File: src/design/teffrc_pkg.sv
`timescale 1ns / 1ps

package teffrc_pkg;

   // Default geometry of the region tables.
   localparam int DEF_REGION_SLOTS = 16;
   localparam int DEF_ADDR_BITS    = 48;
   localparam int DEF_SIZE_BITS    = 40;

   // Fixed widths of the item fields on the ports.
   localparam int OPCODE_W     = 2;
   localparam int INDEX_W      = 4;
   localparam int ENTRY_BASE_W = 48;
   localparam int ENTRY_SIZE_W = 40;
   localparam int REQ_SIZE_W   = 40;
   localparam int BLOCK_ADDR_W = 48;
   localparam int GRANT_W      = 41;
   localparam int FREE_W       = 44;

   // Alignment registers and the control register port.
   localparam int ALIGN_W   = 4;
   localparam int CSR_IDX_W = 1;
   localparam logic [ALIGN_W-1:0] ALIGN_RESET = 4'd6;

   localparam logic [CSR_IDX_W-1:0] CSR_FRONT_ALIGN = 1'd0;
   localparam logic [CSR_IDX_W-1:0] CSR_BACK_ALIGN  = 1'd1;

   // Item opcodes. The fourth code means nothing and gives an all-zero result.
   localparam logic [OPCODE_W-1:0] OP_LOAD  = 2'd0;
   localparam logic [OPCODE_W-1:0] OP_ALLOC = 2'd1;
   localparam logic [OPCODE_W-1:0] OP_QUERY = 2'd2;

   // Commands from the controller to the datapath.
   typedef struct packed {
      logic capture;   // take the offered item into the datapath
      logic scan_run;  // walk the selected table
      logic rsp_load;  // move the finished result into the output register
   } ctl_cmd_type;

   // Status from the datapath to the controller.
   typedef struct packed {
      logic needs_scan;  // offered item must walk a table
      logic scan_done;   // a hit was found or the last slot was checked
      logic rsp_free;    // the output register can take a result now
   } dp_sts_type;

endpackage

File: src/design/two_ended_first_fit_region_carver_core.sv
`timescale 1ns / 1ps

// Channel   Direction  Handshake           Contents
// req_*     in         req_valid/stall     load slot, allocate, or query item
// rsp_*     out        rsp_valid/stall     one result item per request item
// csr_*     in         csr_write_en        alignment registers, no read-back
//
// Load and unknown items go from acceptance straight to the result step. An allocate walks the
// chosen table one slot per cycle through a registered read port, up to the first fit or to the
// last slot when nothing fits; a query walks every slot. Synchronous reset empties both tables
// through per-slot valid bits and sets both granules to 64 bytes. The next item is accepted
// while a finished result waits on rsp_stall; it then holds in its last step until the output
// frees.

module two_ended_first_fit_region_carver_core #(
   parameter int REGION_SLOTS = teffrc_pkg::DEF_REGION_SLOTS,
   parameter int ADDR_BITS    = teffrc_pkg::DEF_ADDR_BITS,
   parameter int SIZE_BITS    = teffrc_pkg::DEF_SIZE_BITS
) (
   input  logic                                 clock,
   input  logic                                 reset,
   input  logic                                 csr_write_en,
   input  logic [teffrc_pkg::CSR_IDX_W-1:0]     csr_index,
   input  logic [teffrc_pkg::ALIGN_W-1:0]       csr_write_data,
   input  logic                                 req_valid,
   output logic                                 req_stall,
   input  logic [teffrc_pkg::OPCODE_W-1:0]      req_opcode,
   input  logic                                 req_use_peer,
   input  logic                                 req_from_end,
   input  logic [teffrc_pkg::INDEX_W-1:0]       req_entry_index,
   input  logic [teffrc_pkg::ENTRY_BASE_W-1:0]  req_entry_base,
   input  logic [teffrc_pkg::ENTRY_SIZE_W-1:0]  req_entry_size,
   input  logic [teffrc_pkg::REQ_SIZE_W-1:0]    req_request_size,
   output logic                                 rsp_valid,
   input  logic                                 rsp_stall,
   output logic                                 rsp_status,
   output logic [teffrc_pkg::BLOCK_ADDR_W-1:0]  rsp_block_address,
   output logic [teffrc_pkg::GRANT_W-1:0]       rsp_granted_size,
   output logic [teffrc_pkg::FREE_W-1:0]        rsp_free_total
);
   import teffrc_pkg::*;

   // The controller only sequences; every table access, the rounding and
   // the result formatting live in the datapath.
   ctl_cmd_type cmd;
   dp_sts_type  sts;

   teffrc_ctrl u_ctrl (
      .clock     (clock),
      .reset     (reset),
      .req_valid (req_valid),
      .req_stall (req_stall),
      .sts       (sts),
      .cmd       (cmd)
   );

   teffrc_dpath #(
      .REGION_SLOTS (REGION_SLOTS),
      .ADDR_BITS    (ADDR_BITS),
      .SIZE_BITS    (SIZE_BITS)
   ) u_dpath (
      .clock             (clock),
      .reset             (reset),
      .cmd               (cmd),
      .sts               (sts),
      .csr_write_en      (csr_write_en),
      .csr_index         (csr_index),
      .csr_write_data    (csr_write_data),
      .req_opcode        (req_opcode),
      .req_use_peer      (req_use_peer),
      .req_from_end      (req_from_end),
      .req_entry_index   (req_entry_index),
      .req_entry_base    (req_entry_base),
      .req_entry_size    (req_entry_size),
      .req_request_size  (req_request_size),
      .rsp_stall         (rsp_stall),
      .rsp_valid         (rsp_valid),
      .rsp_status        (rsp_status),
      .rsp_block_address (rsp_block_address),
      .rsp_granted_size  (rsp_granted_size),
      .rsp_free_total    (rsp_free_total)
   );

endmodule

File: src/design/teffrc_ctrl.sv
`timescale 1ns / 1ps

module teffrc_ctrl (
   input  logic                     clock,
   input  logic                     reset,
   input  logic                     req_valid,
   output logic                     req_stall,
   input  teffrc_pkg::dp_sts_type   sts,
   output teffrc_pkg::ctl_cmd_type  cmd
);
   import teffrc_pkg::*;

   typedef enum logic [2:0] {
      ST_IDLE = 3'b001,
      ST_SCAN = 3'b010,
      ST_RESP = 3'b100
   } state_type;

   state_type state_ff;
   state_type state_in;

   always_comb begin
      state_in     = state_ff;
      cmd          = '0;
      req_stall    = 1'b1;
      case (state_ff)
         ST_IDLE: begin
            req_stall = 1'b0;
            if (req_valid) begin
               cmd.capture = 1'b1;
               state_in    = sts.needs_scan ? ST_SCAN : ST_RESP;
            end
         end
         ST_SCAN: begin
            cmd.scan_run = 1'b1;
            if (sts.scan_done) begin
               state_in = ST_RESP;
            end
         end
         ST_RESP: begin
            if (sts.rsp_free) begin
               cmd.rsp_load = 1'b1;
               state_in     = ST_IDLE;
            end
         end
         default: begin
            state_in = ST_IDLE;
         end
      endcase
   end

   always_ff @(posedge clock) begin
      if (reset) begin
         state_ff <= ST_IDLE;
      end else begin
         state_ff <= state_in;
      end
   end

endmodule

File: src/design/teffrc_dpath.sv
`timescale 1ns / 1ps

module teffrc_dpath #(
   parameter int REGION_SLOTS = teffrc_pkg::DEF_REGION_SLOTS,
   parameter int ADDR_BITS    = teffrc_pkg::DEF_ADDR_BITS,
   parameter int SIZE_BITS    = teffrc_pkg::DEF_SIZE_BITS
) (
   input  logic                                    clock,
   input  logic                                    reset,
   input  teffrc_pkg::ctl_cmd_type                 cmd,
   output teffrc_pkg::dp_sts_type                  sts,
   input  logic                                    csr_write_en,
   input  logic [teffrc_pkg::CSR_IDX_W-1:0]        csr_index,
   input  logic [teffrc_pkg::ALIGN_W-1:0]          csr_write_data,
   input  logic [teffrc_pkg::OPCODE_W-1:0]         req_opcode,
   input  logic                                    req_use_peer,
   input  logic                                    req_from_end,
   input  logic [teffrc_pkg::INDEX_W-1:0]          req_entry_index,
   input  logic [teffrc_pkg::ENTRY_BASE_W-1:0]     req_entry_base,
   input  logic [teffrc_pkg::ENTRY_SIZE_W-1:0]     req_entry_size,
   input  logic [teffrc_pkg::REQ_SIZE_W-1:0]       req_request_size,
   input  logic                                    rsp_stall,
   output logic                                    rsp_valid,
   output logic                                    rsp_status,
   output logic [teffrc_pkg::BLOCK_ADDR_W-1:0]     rsp_block_address,
   output logic [teffrc_pkg::GRANT_W-1:0]          rsp_granted_size,
   output logic [teffrc_pkg::FREE_W-1:0]           rsp_free_total
);
   import teffrc_pkg::*;

   localparam int SLOT_W  = (REGION_SLOTS > 1) ? $clog2(REGION_SLOTS) : 1;
   localparam int DEPTH   = 2 * REGION_SLOTS;
   localparam int MEM_AW  = $clog2(DEPTH);
   localparam int CMP_W   = (SIZE_BITS > GRANT_W) ? SIZE_BITS : GRANT_W;
   localparam int ADV_W   = (ADDR_BITS > GRANT_W) ? ADDR_BITS : GRANT_W;
   localparam int END_W   = (ADDR_BITS > SIZE_BITS) ? ADDR_BITS : SIZE_BITS;
   localparam int SUM_W   = ((FREE_W > SIZE_BITS) ? FREE_W : SIZE_BITS) + 1;
   localparam logic [SLOT_W-1:0] LAST_SLOT = SLOT_W'(REGION_SLOTS - 1);
   localparam logic [FREE_W-1:0] FREE_MAX  = {FREE_W{1'b1}};

   // Alignment registers.
   logic [ALIGN_W-1:0] front_lg_ff;
   logic [ALIGN_W-1:0] back_lg_ff;

   // Item held while it is worked on.
   logic [OPCODE_W-1:0] op_ff;
   logic                peer_ff;
   logic                back_ff;
   logic [GRANT_W-1:0]  gran_ff;
   logic [GRANT_W-1:0]  gran_in;
   logic [ALIGN_W-1:0]  lg_sel;
   logic [GRANT_W-1:0]  gran_mask;

   // Scan sequencing.
   logic [SLOT_W-1:0]   cnt_ff;
   logic                issue_on_ff;
   logic                issue;
   logic [SLOT_W-1:0]   issue_slot;
   logic [MEM_AW-1:0]   rd_addr;

   // Slot storage and registered read port.
   logic [ADDR_BITS-1:0] base_mem [DEPTH];
   logic [SIZE_BITS-1:0] size_mem [DEPTH];
   logic [DEPTH-1:0]     vld_ff;
   logic [ADDR_BITS-1:0] rd_base_ff;
   logic [SIZE_BITS-1:0] rd_size_ff;
   logic                 rd_vld_ff;
   logic [MEM_AW-1:0]    probe_addr_ff;
   logic                 probe_ff;
   logic                 probe_last_ff;
   logic [ADDR_BITS-1:0] pr_base;
   logic [SIZE_BITS-1:0] pr_size;

   // Write port.
   logic                 load_we;
   logic [MEM_AW-1:0]    load_addr;
   logic                 we;
   logic [MEM_AW-1:0]    wa;
   logic [ADDR_BITS-1:0] wbase;
   logic [SIZE_BITS-1:0] wsize;

   // Probe evaluation.
   logic                 hit;
   logic [SIZE_BITS-1:0] rem;
   logic [ADDR_BITS-1:0] adv_base;
   logic                 hit_ff;
   logic [ADDR_BITS-1:0] hit_base_ff;
   logic [SIZE_BITS-1:0] hit_rem_ff;
   logic [SUM_W-1:0]     sum_wide;
   logic [FREE_W-1:0]    sum_ff;
   logic [FREE_W-1:0]    sum_in;

   // Result.
   logic [ADDR_BITS-1:0] grant_addr;
   logic                 rsp_valid_ff;
   logic                 rsp_status_ff;
   logic [BLOCK_ADDR_W-1:0] rsp_addr_ff;
   logic [GRANT_W-1:0]   rsp_gran_ff;
   logic [FREE_W-1:0]    rsp_free_ff;

   always_ff @(posedge clock) begin
      if (reset) begin
         front_lg_ff <= ALIGN_RESET;
         back_lg_ff  <= ALIGN_RESET;
      end else if (csr_write_en) begin
         case (csr_index)
            CSR_FRONT_ALIGN: front_lg_ff <= csr_write_data;
            CSR_BACK_ALIGN:  back_lg_ff  <= csr_write_data;
            default: begin
            end
         endcase
      end
   end

   // Round the request up to the granule of the chosen end.
   always_comb begin
      lg_sel    = req_from_end ? back_lg_ff : front_lg_ff;
      gran_mask = (GRANT_W'(1) << lg_sel) - GRANT_W'(1);
      gran_in   = (GRANT_W'(req_request_size) + gran_mask) & ~gran_mask;
   end

   always_ff @(posedge clock) begin
      if (cmd.capture) begin
         op_ff   <= req_opcode;
         peer_ff <= req_use_peer;
         back_ff <= req_from_end;
         gran_ff <= gran_in;
      end
   end

   assign sts.needs_scan = req_opcode inside {OP_ALLOC, OP_QUERY};

   // Issue one slot read per cycle; back allocations walk downward.
   assign issue      = cmd.scan_run && issue_on_ff && !sts.scan_done;
   assign issue_slot = back_ff ? (LAST_SLOT - cnt_ff) : cnt_ff;
   assign rd_addr    = MEM_AW'(issue_slot) + (peer_ff ? MEM_AW'(REGION_SLOTS) : '0);

   always_ff @(posedge clock) begin
      if (reset) begin
         issue_on_ff <= 1'b0;
         probe_ff    <= 1'b0;
      end else begin
         probe_ff <= issue;
         if (cmd.capture) begin
            issue_on_ff <= 1'b1;
         end else if (issue && (cnt_ff == LAST_SLOT)) begin
            issue_on_ff <= 1'b0;
         end
      end
   end

   always_ff @(posedge clock) begin
      if (cmd.capture) begin
         cnt_ff <= '0;
      end else if (issue) begin
         cnt_ff <= cnt_ff + SLOT_W'(1);
      end
      if (issue) begin
         probe_addr_ff <= rd_addr;
         probe_last_ff <= (cnt_ff == LAST_SLOT);
      end
   end

   // Load writes at capture; a hit writes the carved slot back.
   assign load_we   = cmd.capture && (req_opcode == OP_LOAD) &&
                      (32'(req_entry_index) < 32'(REGION_SLOTS));
   assign load_addr = MEM_AW'(SLOT_W'(req_entry_index)) +
                      (req_use_peer ? MEM_AW'(REGION_SLOTS) : '0);

   always_comb begin
      pr_base  = rd_vld_ff ? rd_base_ff : '0;
      pr_size  = rd_vld_ff ? rd_size_ff : '0;
      hit      = probe_ff && (op_ff == OP_ALLOC) && (CMP_W'(pr_size) >= CMP_W'(gran_ff));
      rem      = SIZE_BITS'(CMP_W'(pr_size) - CMP_W'(gran_ff));
      adv_base = ADDR_BITS'(ADV_W'(pr_base) + ADV_W'(gran_ff));
   end

   assign sts.scan_done = probe_ff && (hit || probe_last_ff);

   always_comb begin
      if (load_we) begin
         we    = 1'b1;
         wa    = load_addr;
         wbase = ADDR_BITS'(req_entry_base);
         wsize = SIZE_BITS'(req_entry_size);
      end else begin
         we    = hit;
         wa    = probe_addr_ff;
         wbase = back_ff ? pr_base : adv_base;
         wsize = rem;
      end
   end

   always_ff @(posedge clock) begin
      if (we) begin
         base_mem[wa] <= wbase;
         size_mem[wa] <= wsize;
      end
      if (issue) begin
         rd_base_ff <= base_mem[rd_addr];
         rd_size_ff <= size_mem[rd_addr];
         rd_vld_ff  <= vld_ff[rd_addr];
      end
   end

   always_ff @(posedge clock) begin
      if (reset) begin
         vld_ff <= '0;
      end else if (we) begin
         vld_ff[wa] <= 1'b1;
      end
   end

   // Saturating total of the remaining lengths.
   always_comb begin
      sum_wide = SUM_W'(sum_ff) + SUM_W'(pr_size);
      sum_in   = (sum_wide > SUM_W'(FREE_MAX)) ? FREE_MAX : FREE_W'(sum_wide);
   end

   always_ff @(posedge clock) begin
      if (cmd.capture) begin
         hit_ff <= 1'b0;
         sum_ff <= '0;
      end else begin
         if (hit) begin
            hit_ff      <= 1'b1;
            hit_base_ff <= pr_base;
            hit_rem_ff  <= rem;
         end
         if (probe_ff && (op_ff == OP_QUERY)) begin
            sum_ff <= sum_in;
         end
      end
   end

   // A back grant starts where the shrunk region now ends.
   assign grant_addr = back_ff ? ADDR_BITS'(END_W'(hit_base_ff) + END_W'(hit_rem_ff))
                               : hit_base_ff;

   assign sts.rsp_free = !rsp_valid_ff || !rsp_stall;

   always_ff @(posedge clock) begin
      if (reset) begin
         rsp_valid_ff <= 1'b0;
      end else if (cmd.rsp_load) begin
         rsp_valid_ff <= 1'b1;
      end else if (!rsp_stall) begin
         rsp_valid_ff <= 1'b0;
      end
   end

   always_ff @(posedge clock) begin
      if (cmd.rsp_load) begin
         rsp_status_ff <= 1'b0;
         rsp_addr_ff   <= '0;
         rsp_gran_ff   <= '0;
         rsp_free_ff   <= '0;
         case (op_ff)
            OP_ALLOC: begin
               rsp_status_ff <= !hit_ff;
               rsp_addr_ff   <= hit_ff ? BLOCK_ADDR_W'(grant_addr) : '0;
               rsp_gran_ff   <= gran_ff;
            end
            OP_QUERY: begin
               rsp_free_ff <= sum_ff;
            end
            default: begin
            end
         endcase
      end
   end

   assign rsp_valid         = rsp_valid_ff;
   assign rsp_status        = rsp_status_ff;
   assign rsp_block_address = rsp_addr_ff;
   assign rsp_granted_size  = rsp_gran_ff;
   assign rsp_free_total    = rsp_free_ff;

endmodule

File: config.mk
export PLATFORM = sky130hd
export DESIGN_NAME = two_ended_first_fit_region_carver_core
export DESIGN_NICKNAME = d
export VERILOG_FILES = /design/src/design/teffrc_pkg.sv /design/src/design/two_ended_first_fit_region_carver_core.sv /design/src/design/teffrc_ctrl.sv /design/src/design/teffrc_dpath.sv
export SDC_FILE = /design/constraint.sdc
export NUM_CORES = 2
export LEC_CHECK = 0
export ABC_CLOCK_PERIOD_IN_PS = 23800
export BUFFER_PORTS_ARGS = -buffer_cell sky130_fd_sc_hd__buf_2
export CAP_MARGIN = 20
export CORE_ASPECT_RATIO = 1.75
export CORE_MARGIN = 2
export CORE_UTILIZATION = 30
export DETAILED_ROUTE_END_ITERATION = 8
export SLEW_MARGIN = 20
export SYNTH_ARGS = -nofsm -noshare
export SYNTH_HDL_FRONTEND = slang
export SYNTH_SLANG_ARGS = --single-unit
File: constraint.sdc
create_clock -name clock -period 23.8 [get_ports clock]
set_clock_uncertainty 0.1 [all_clocks]
set_input_delay 4.76 -clock clock [delete_from_list [all_inputs] [get_ports clock]]
set_output_delay 4.76 -clock clock [all_outputs]
set_load 0.01 [all_outputs]
Yosys cells after proc, flatten, opt, wreduce, memory -nomap -nowiden:

Memories as Yosys holds them, arrays and structs flattened. A register that Yosys moved wholly into a read port is not among the register bits.
Index checks and enable logic that the tools add are counted.

* register bits: 369
* bits in latches: 0
* bits in writable memories: 2816
* memory bits (read-only): 0
* word-level logic and storage cells: 115
* memories: 2

Memories
* u_dpath.base_mem: words 32, bits a word 48, rd ports 1, clocked after memory_dff 1, write ports 1, RTL line teffrc_dpath.sv:62 `logic [ADDR_BITS-1:0] base_mem [DEPTH];`
* u_dpath.size_mem: words 32, bits a word 40, rd ports 1, clocked after memory_dff 1, write ports 1, RTL line teffrc_dpath.sv:63 `logic [SIZE_BITS-1:0] size_mem [DEPTH];`

* add/subtract/negate cells: 10
* multipliers: 0
* div/mod/pow operators: 0
* magnitude comparators: 5
* equality and inequality tests: 12
* shifts and indexed selects: 1
* muxes and demuxes: 34
* bitwise gates (word level): 5
* reduce and logical (&&, ||, !) cells: 23

Operator list (number)
* 48-bit 2-to-1 mux: 4
* 40-bit 2-to-1 mux: 2
* 48-bit by 40-bit adder with 48-bit output: 1
* 48-bit by 41-bit adder with 48-bit output: 1
* 44-bit by 40-bit adder with 45-bit output: 1
* 45-bit by 44-bit greater-than comparator with 1-bit output, second input constant: 1
* 44-bit 2-to-1 mux: 1
* 40-bit by 41-bit adder with 41-bit output: 1
* 41-bit bitwise AND: 1
* 40-bit by 41-bit >= comparator with 1-bit output: 1
* 41-bit inverter: 1
* 1-bit by 4-bit << shifter with 41-bit output, first input constant: 1
* 41-bit by 2-bit subtractor with 41-bit output, second input constant: 1
* 40-bit subtractor: 1
* 32-bit OR: 1
* 1-bit 2-to-1 mux: 15
* 5-bit 2-to-1 mux: 3
* 5-bit by 6-bit less-than comparator with 1-bit output, second input constant: 2
* 3-bit 2-to-1 mux: 4
* 4-bit by 5-bit adder with 5-bit output: 2
* 1-bit logical AND: 9
* 3-bit case mux with 3 select lines: 1
* 4-bit 2-to-1 mux: 2
* 2-bit AND reduction: 4
* 19 further kinds: 29

Logic depth before layout (Yosys ltp):

* word-level depth: 10
* mapped depth: 23

By module:

From an unflattened synthesis, not the netlist that was laid out.

* cell total of the unflattened synthesis: 6974
* area, all modules: 135396.1 sq um

Modules (own cells, without submodules)
* teffrc_dpath: times used 1, cells each 6955, area each 135219.7 sq um, seq. area each 97273.3 sq um
* teffrc_ctrl: times used 1, cells each 19, area each 176.4 sq um, seq. area each 60.1 sq um

Least setup slack after synthesis:

OpenSTA, ideal clock, no wires.

* path type: input to register
* from: in req_valid
* to: mem u_dpath.base_mem[16][0] (netlist name), enable pin
* setup time: 0.536 ns
* arrival: 11.509 ns
* data required time: 23.164 ns
* slack: 11.656 ns
* cell stages on the path: 10
* path buffers: 3
* cell sequence: nand3b_1 or2_2 clkbuf_1 inv_1 clkbuf_1 nand2_1 clkbuf_1 o21ai_0 nand2_1 nor2_1

RTL lines
* start: declaration: RTL line two_ended_first_fit_region_carver_core.sv:25 `input logic req_valid,`
* end: declaration: RTL line teffrc_dpath.sv:62

Final worst setup path:

* from: in req_valid
* to: mem u_dpath.size_mem[8][29] (netlist name), enable pin

* cells in the longest elaborated chain, start to end: 6
* elaborated cells on any way between the ends: 7
* those cells by class: mux: 6; reduce/logical: 1

Ends and longest elaborated chain
* 1-bit 2-to-1 mux (*): RTL line teffrc_ctrl.sv:29 `if (req_valid) begin`
* 1-bit 2-to-1 mux (*): RTL line teffrc_ctrl.sv:26 `case (state_ff)`
* 1-bit logical AND (*): RTL line teffrc_dpath.sv:165 `assign load_we = cmd.capture && (req_opcode == OP_LOAD) &&`
* 1-bit 2-to-1 mux: RTL line teffrc_dpath.sv:181 `if (load_we) begin`
* 1-bit 2-to-1 mux: RTL line teffrc_dpath.sv:195 `if (we) begin`
* 1-bit 2-to-1 mux (implied by the code): RTL line teffrc_dpath.sv:197 `size_mem[wa] <= wsize;`
* end: declaration: RTL line teffrc_dpath.sv:63

Mark *: on every way between the ends. The rest lies on a longest branch, timed or not.

==> impl_metrics.py <==
metrics = {
    "sta": {
        "fin_crit_ns": 9.94,
        "setup_viol": 0,
        "worst_pin_slew_ns": 1.28,
        "max_freq_mhz": 101,
        "rsz0062_at_grt": "false",
        "drv_slew": 0,
        "tns_ns": 0,
        "relSlewSlack": 0.144,
        "post-route-period-util": 0.418,
        "hold_viol": 0,
        "whs_ns": 0.374,
    },
    "placement": {
        "postPlaceCellArea_um2": 145000,
        "hpwl_mm": 262,
        "port_buffers": 281,
        "place_congestion": 0.926,
    },
    "grt": {
        "grt_pass1_wl_mm": 575,
        "first_global_vias": 73000,
        "grt_start_max_net_pins": 135,
        "overflow": 0,
        "grt_usage": 0.177,
        "grt_antenna_before_repair": 64,
    },
    "routing": {
        "antenna_left": 0,
        "dr.first_iter.drc_count": 8443,
        "vias": 72100,
        "routed_wl_mm": 416,
        "firstDrtPassIters": 6,
        "viasPerCell": 5.29,
        "wire_per_inst_um": 30.5,
        "post-route-drc-count": 0,
    },
    "clock_network": {
        "root_buffer": "clkbuf_16",
        "post-cts-setup-buffer-count": 0,
        "cts_tree": "yes",
        "cts_resized": 0,
        "htree_num_levels": 5,
        "path_clk_slew_ns": 0.07,
        "cts_buffers": 291,
        "postCtsHoldBufs": 0,
        "clk_path_buf_depth": 4,
        "clk_latency_ns": 0.90,
        "numClockSinks": 3273,
    },
    "final_layout": {
        "layout.nets": 7807,
        "areaGrowthSynthToFinish_pct": 14.0,
        "final_layout_size_suffix_gt1_frac": 0.257,
        "n_fill_cell": 41900,
        "stdcell_area_um2": 154000,
    },
    "die": {
        "die-area_um2": 457000,
        "die_y_um": 893,
        "rows": 326,
        "fp.dieW_um": 512,
        "io_pins": 282,
        "core_um2": 450000,
        "start_util": 0.301,
    },
    "yosys": {
        "syn_area_um2": 135000,
        "synth-edff-count": 3178,
        "ys_seq_area_frac": 0.719,
        "syn_inst": 7053,
        "synth-seq-cells": 3273,
        "synth.distinct_cells": 99,
        "async_flop_share": 0,
        "avgSynthCellArea_um2": 19.2,
        "yosys_warnings": 0,
        "synth_ff_type": "edfxtp_1",
    },
    "power_and_ir_drop": {
        "p_sw_frac": 0.232,
        "total_leakage_power_uw": 0.0497,
        "powerDensity_nw_per_um2": 79.8,
        "max-vdd-ir-drop_mv": 0.0750,
        "internal-power_uw": 9460,
        "combPwrFrac": 0.087,
        "power_frac_clock": 0.383,
        "seq_power_share": 0.530,
        "power_switching_uw": 2860,
    },
    "setup_path": {
        "cp.arrival_ns": 10.31,
        "critical_path_class": "in2reg",
        "end_kind": "flip-flop",
        "start_kind": "primary input",
        "r2r_slack_ns": 15.91,
        "required_ns": 24.16,
        "worstPathMaxFanout": 54,
    },
    "worst_hold_path": {
        "worstHoldPathType": "reg2reg",
    },
    "flow_run": {
        "maxCapViolations": 0,
    },
    "run_status": {
        "status": "complete, no violations",
    },
}
-- layout by cell type (no fill, tap or decap), types with 68 or more instances in the layout --
| cell | instances |
|---|---|
| inv_1 | 116 |
| edfxtp_1 | 3178 |
| xor2_1 | 68 |
| a21o_1 | 97 |
| nand3_1 | 74 |
| xnor2_1 | 103 |
| nor2_1 | 276 |
| buf_2 | 281 |
| dfxtp_1 | 95 |
| buf_4 | 145 |
| ha_1 | 191 |
| nand2_1 | 247 |
| mux2_2 | 102 |
| o21ai_0 | 173 |
| mux4_2 | 890 |
| and2_1 | 184 |
| a21oi_1 | 279 |
| clkbuf_16 | 296 |
-- final timing paths --
kind                                    startpoint                 endpoint  cells after the start
worst max-delay path                     req_valid  u_dpath.size_mem[8][29]                     12
worst min-delay path            u_dpath.vld_ff[16]       u_dpath.vld_ff[16]                      2
worst max register to register     u_dpath.back_ff   u_dpath.rd_size_ff[10]                     10
worst min register to register  u_dpath.vld_ff[16]       u_dpath.vld_ff[16]                      2
-- critical path: stages --
cell and delay [ns]:
buf_2 0.09, nand3b_1 0.12, or2_2 0.64, inv_2 0.17, buf_4 0.67, nand2_4 0.59, nor3_1 0.32, a31oi_1 0.12
or2_2 0.44, nor2_4 0.59, buf_4 0.74, buf_4 0.81
-- per-stage QoR --
stage,cells,setup slack (ns),util,power (uW)
6_report,13600,13.86,0.343,12300
3_3_place_gp,13100,12.83,0.322,7710
3_5_place_dp,13100,12.85,0.322,7730
4_1_cts,13600,13.79,0.343,12400
5_1_grt,13600,13.56,0.343,12600
2_1_floorplan,7058,11.66,-,7270
-- sequential cells by signal, indices dropped and copies added (netlist names), 2 cells and up --
register / count
u_dpath.base_mem: 1536
u_dpath.size_mem: 1280
u_dpath.hit_base_ff: 48
u_dpath.rd_base_ff: 48
u_dpath.rsp_block_address: 48
u_dpath.rsp_free_total: 44
u_dpath.sum_ff: 44
u_dpath.gran_ff: 41
u_dpath.rsp_granted_size: 41
u_dpath.hit_rem_ff: 40
u_dpath.rd_size_ff: 40
u_dpath.vld_ff: 32
u_dpath.probe_addr_ff: 5
u_dpath.back_lg_ff: 4
u_dpath.cnt_ff: 4
u_dpath.front_lg_ff: 4
u_ctrl.state_ff: 3
u_dpath.op_ff: 2
-- Yosys cell counts, types with 97 or more instances --
cell | number | area, um2
a21o_1 | 97 | 728
a21oi_1 | 288 | 1440
and2_1 | 185 | 1160
clkbuf_1 | 253 | 950
edfxtp_1 | 3178 | 95400
ha_1 | 191 | 2390
inv_1 | 117 | 439
mux2_2 | 102 | 1150
mux4_2 | 890 | 20000
nand2_1 | 256 | 961
nor2_1 | 302 | 1130
o21ai_0 | 184 | 921
xnor2_1 | 109 | 955
-- cell families after synthesis --
kind of cell             Yosys count  synth area share
XOR/XNOR                         181            0.0117
buffers and inverters            454            0.0128
AND/OR/NAND/NOR                 1054            0.0377
flip-flops                      3273             0.719
adder cells (fa/ha/maj)          199            0.0186
AO/OA/AOI/OAI                    854            0.0402
other                              1         0.0000277
multiplexers                    1037             0.160
-- layout make-up --
class,instances,area (um2),area share
tap,5904,7390,0.0479
clock inverter,147,1550,0.0101
timing repair buffer,447,2880,0.0187
inverter,121,459,0.00298
clock buffer,361,7690,0.0498
multi-input combinational,3331,36900,0.239
antenna,41,103,0.000665
sequential,3273,97300,0.631
-- power by group through the flow --
stage	sequential [uW]	clock [uW]	combinational (uW)
6_report	6520	4720	1080
2_1_floorplan	6620	0	642
4_1_cts	6520	4800	1080
3_5_place_dp	6650	0	1080
3_3_place_gp	6650	0	1060
5_1_grt	6520	4990	1140
-- metal layers --
metal	vias to the layer above	GRT usage	share of wire
li1	29600	-	-
met1	38600	0.218	0.38
met2	3198	0.306	0.50
met3	644	0.0302	0.074
met4	32	0.0774	0.047
met5	-	0	0.00051
No activity file was read; power rests on OpenSTA's default activity.
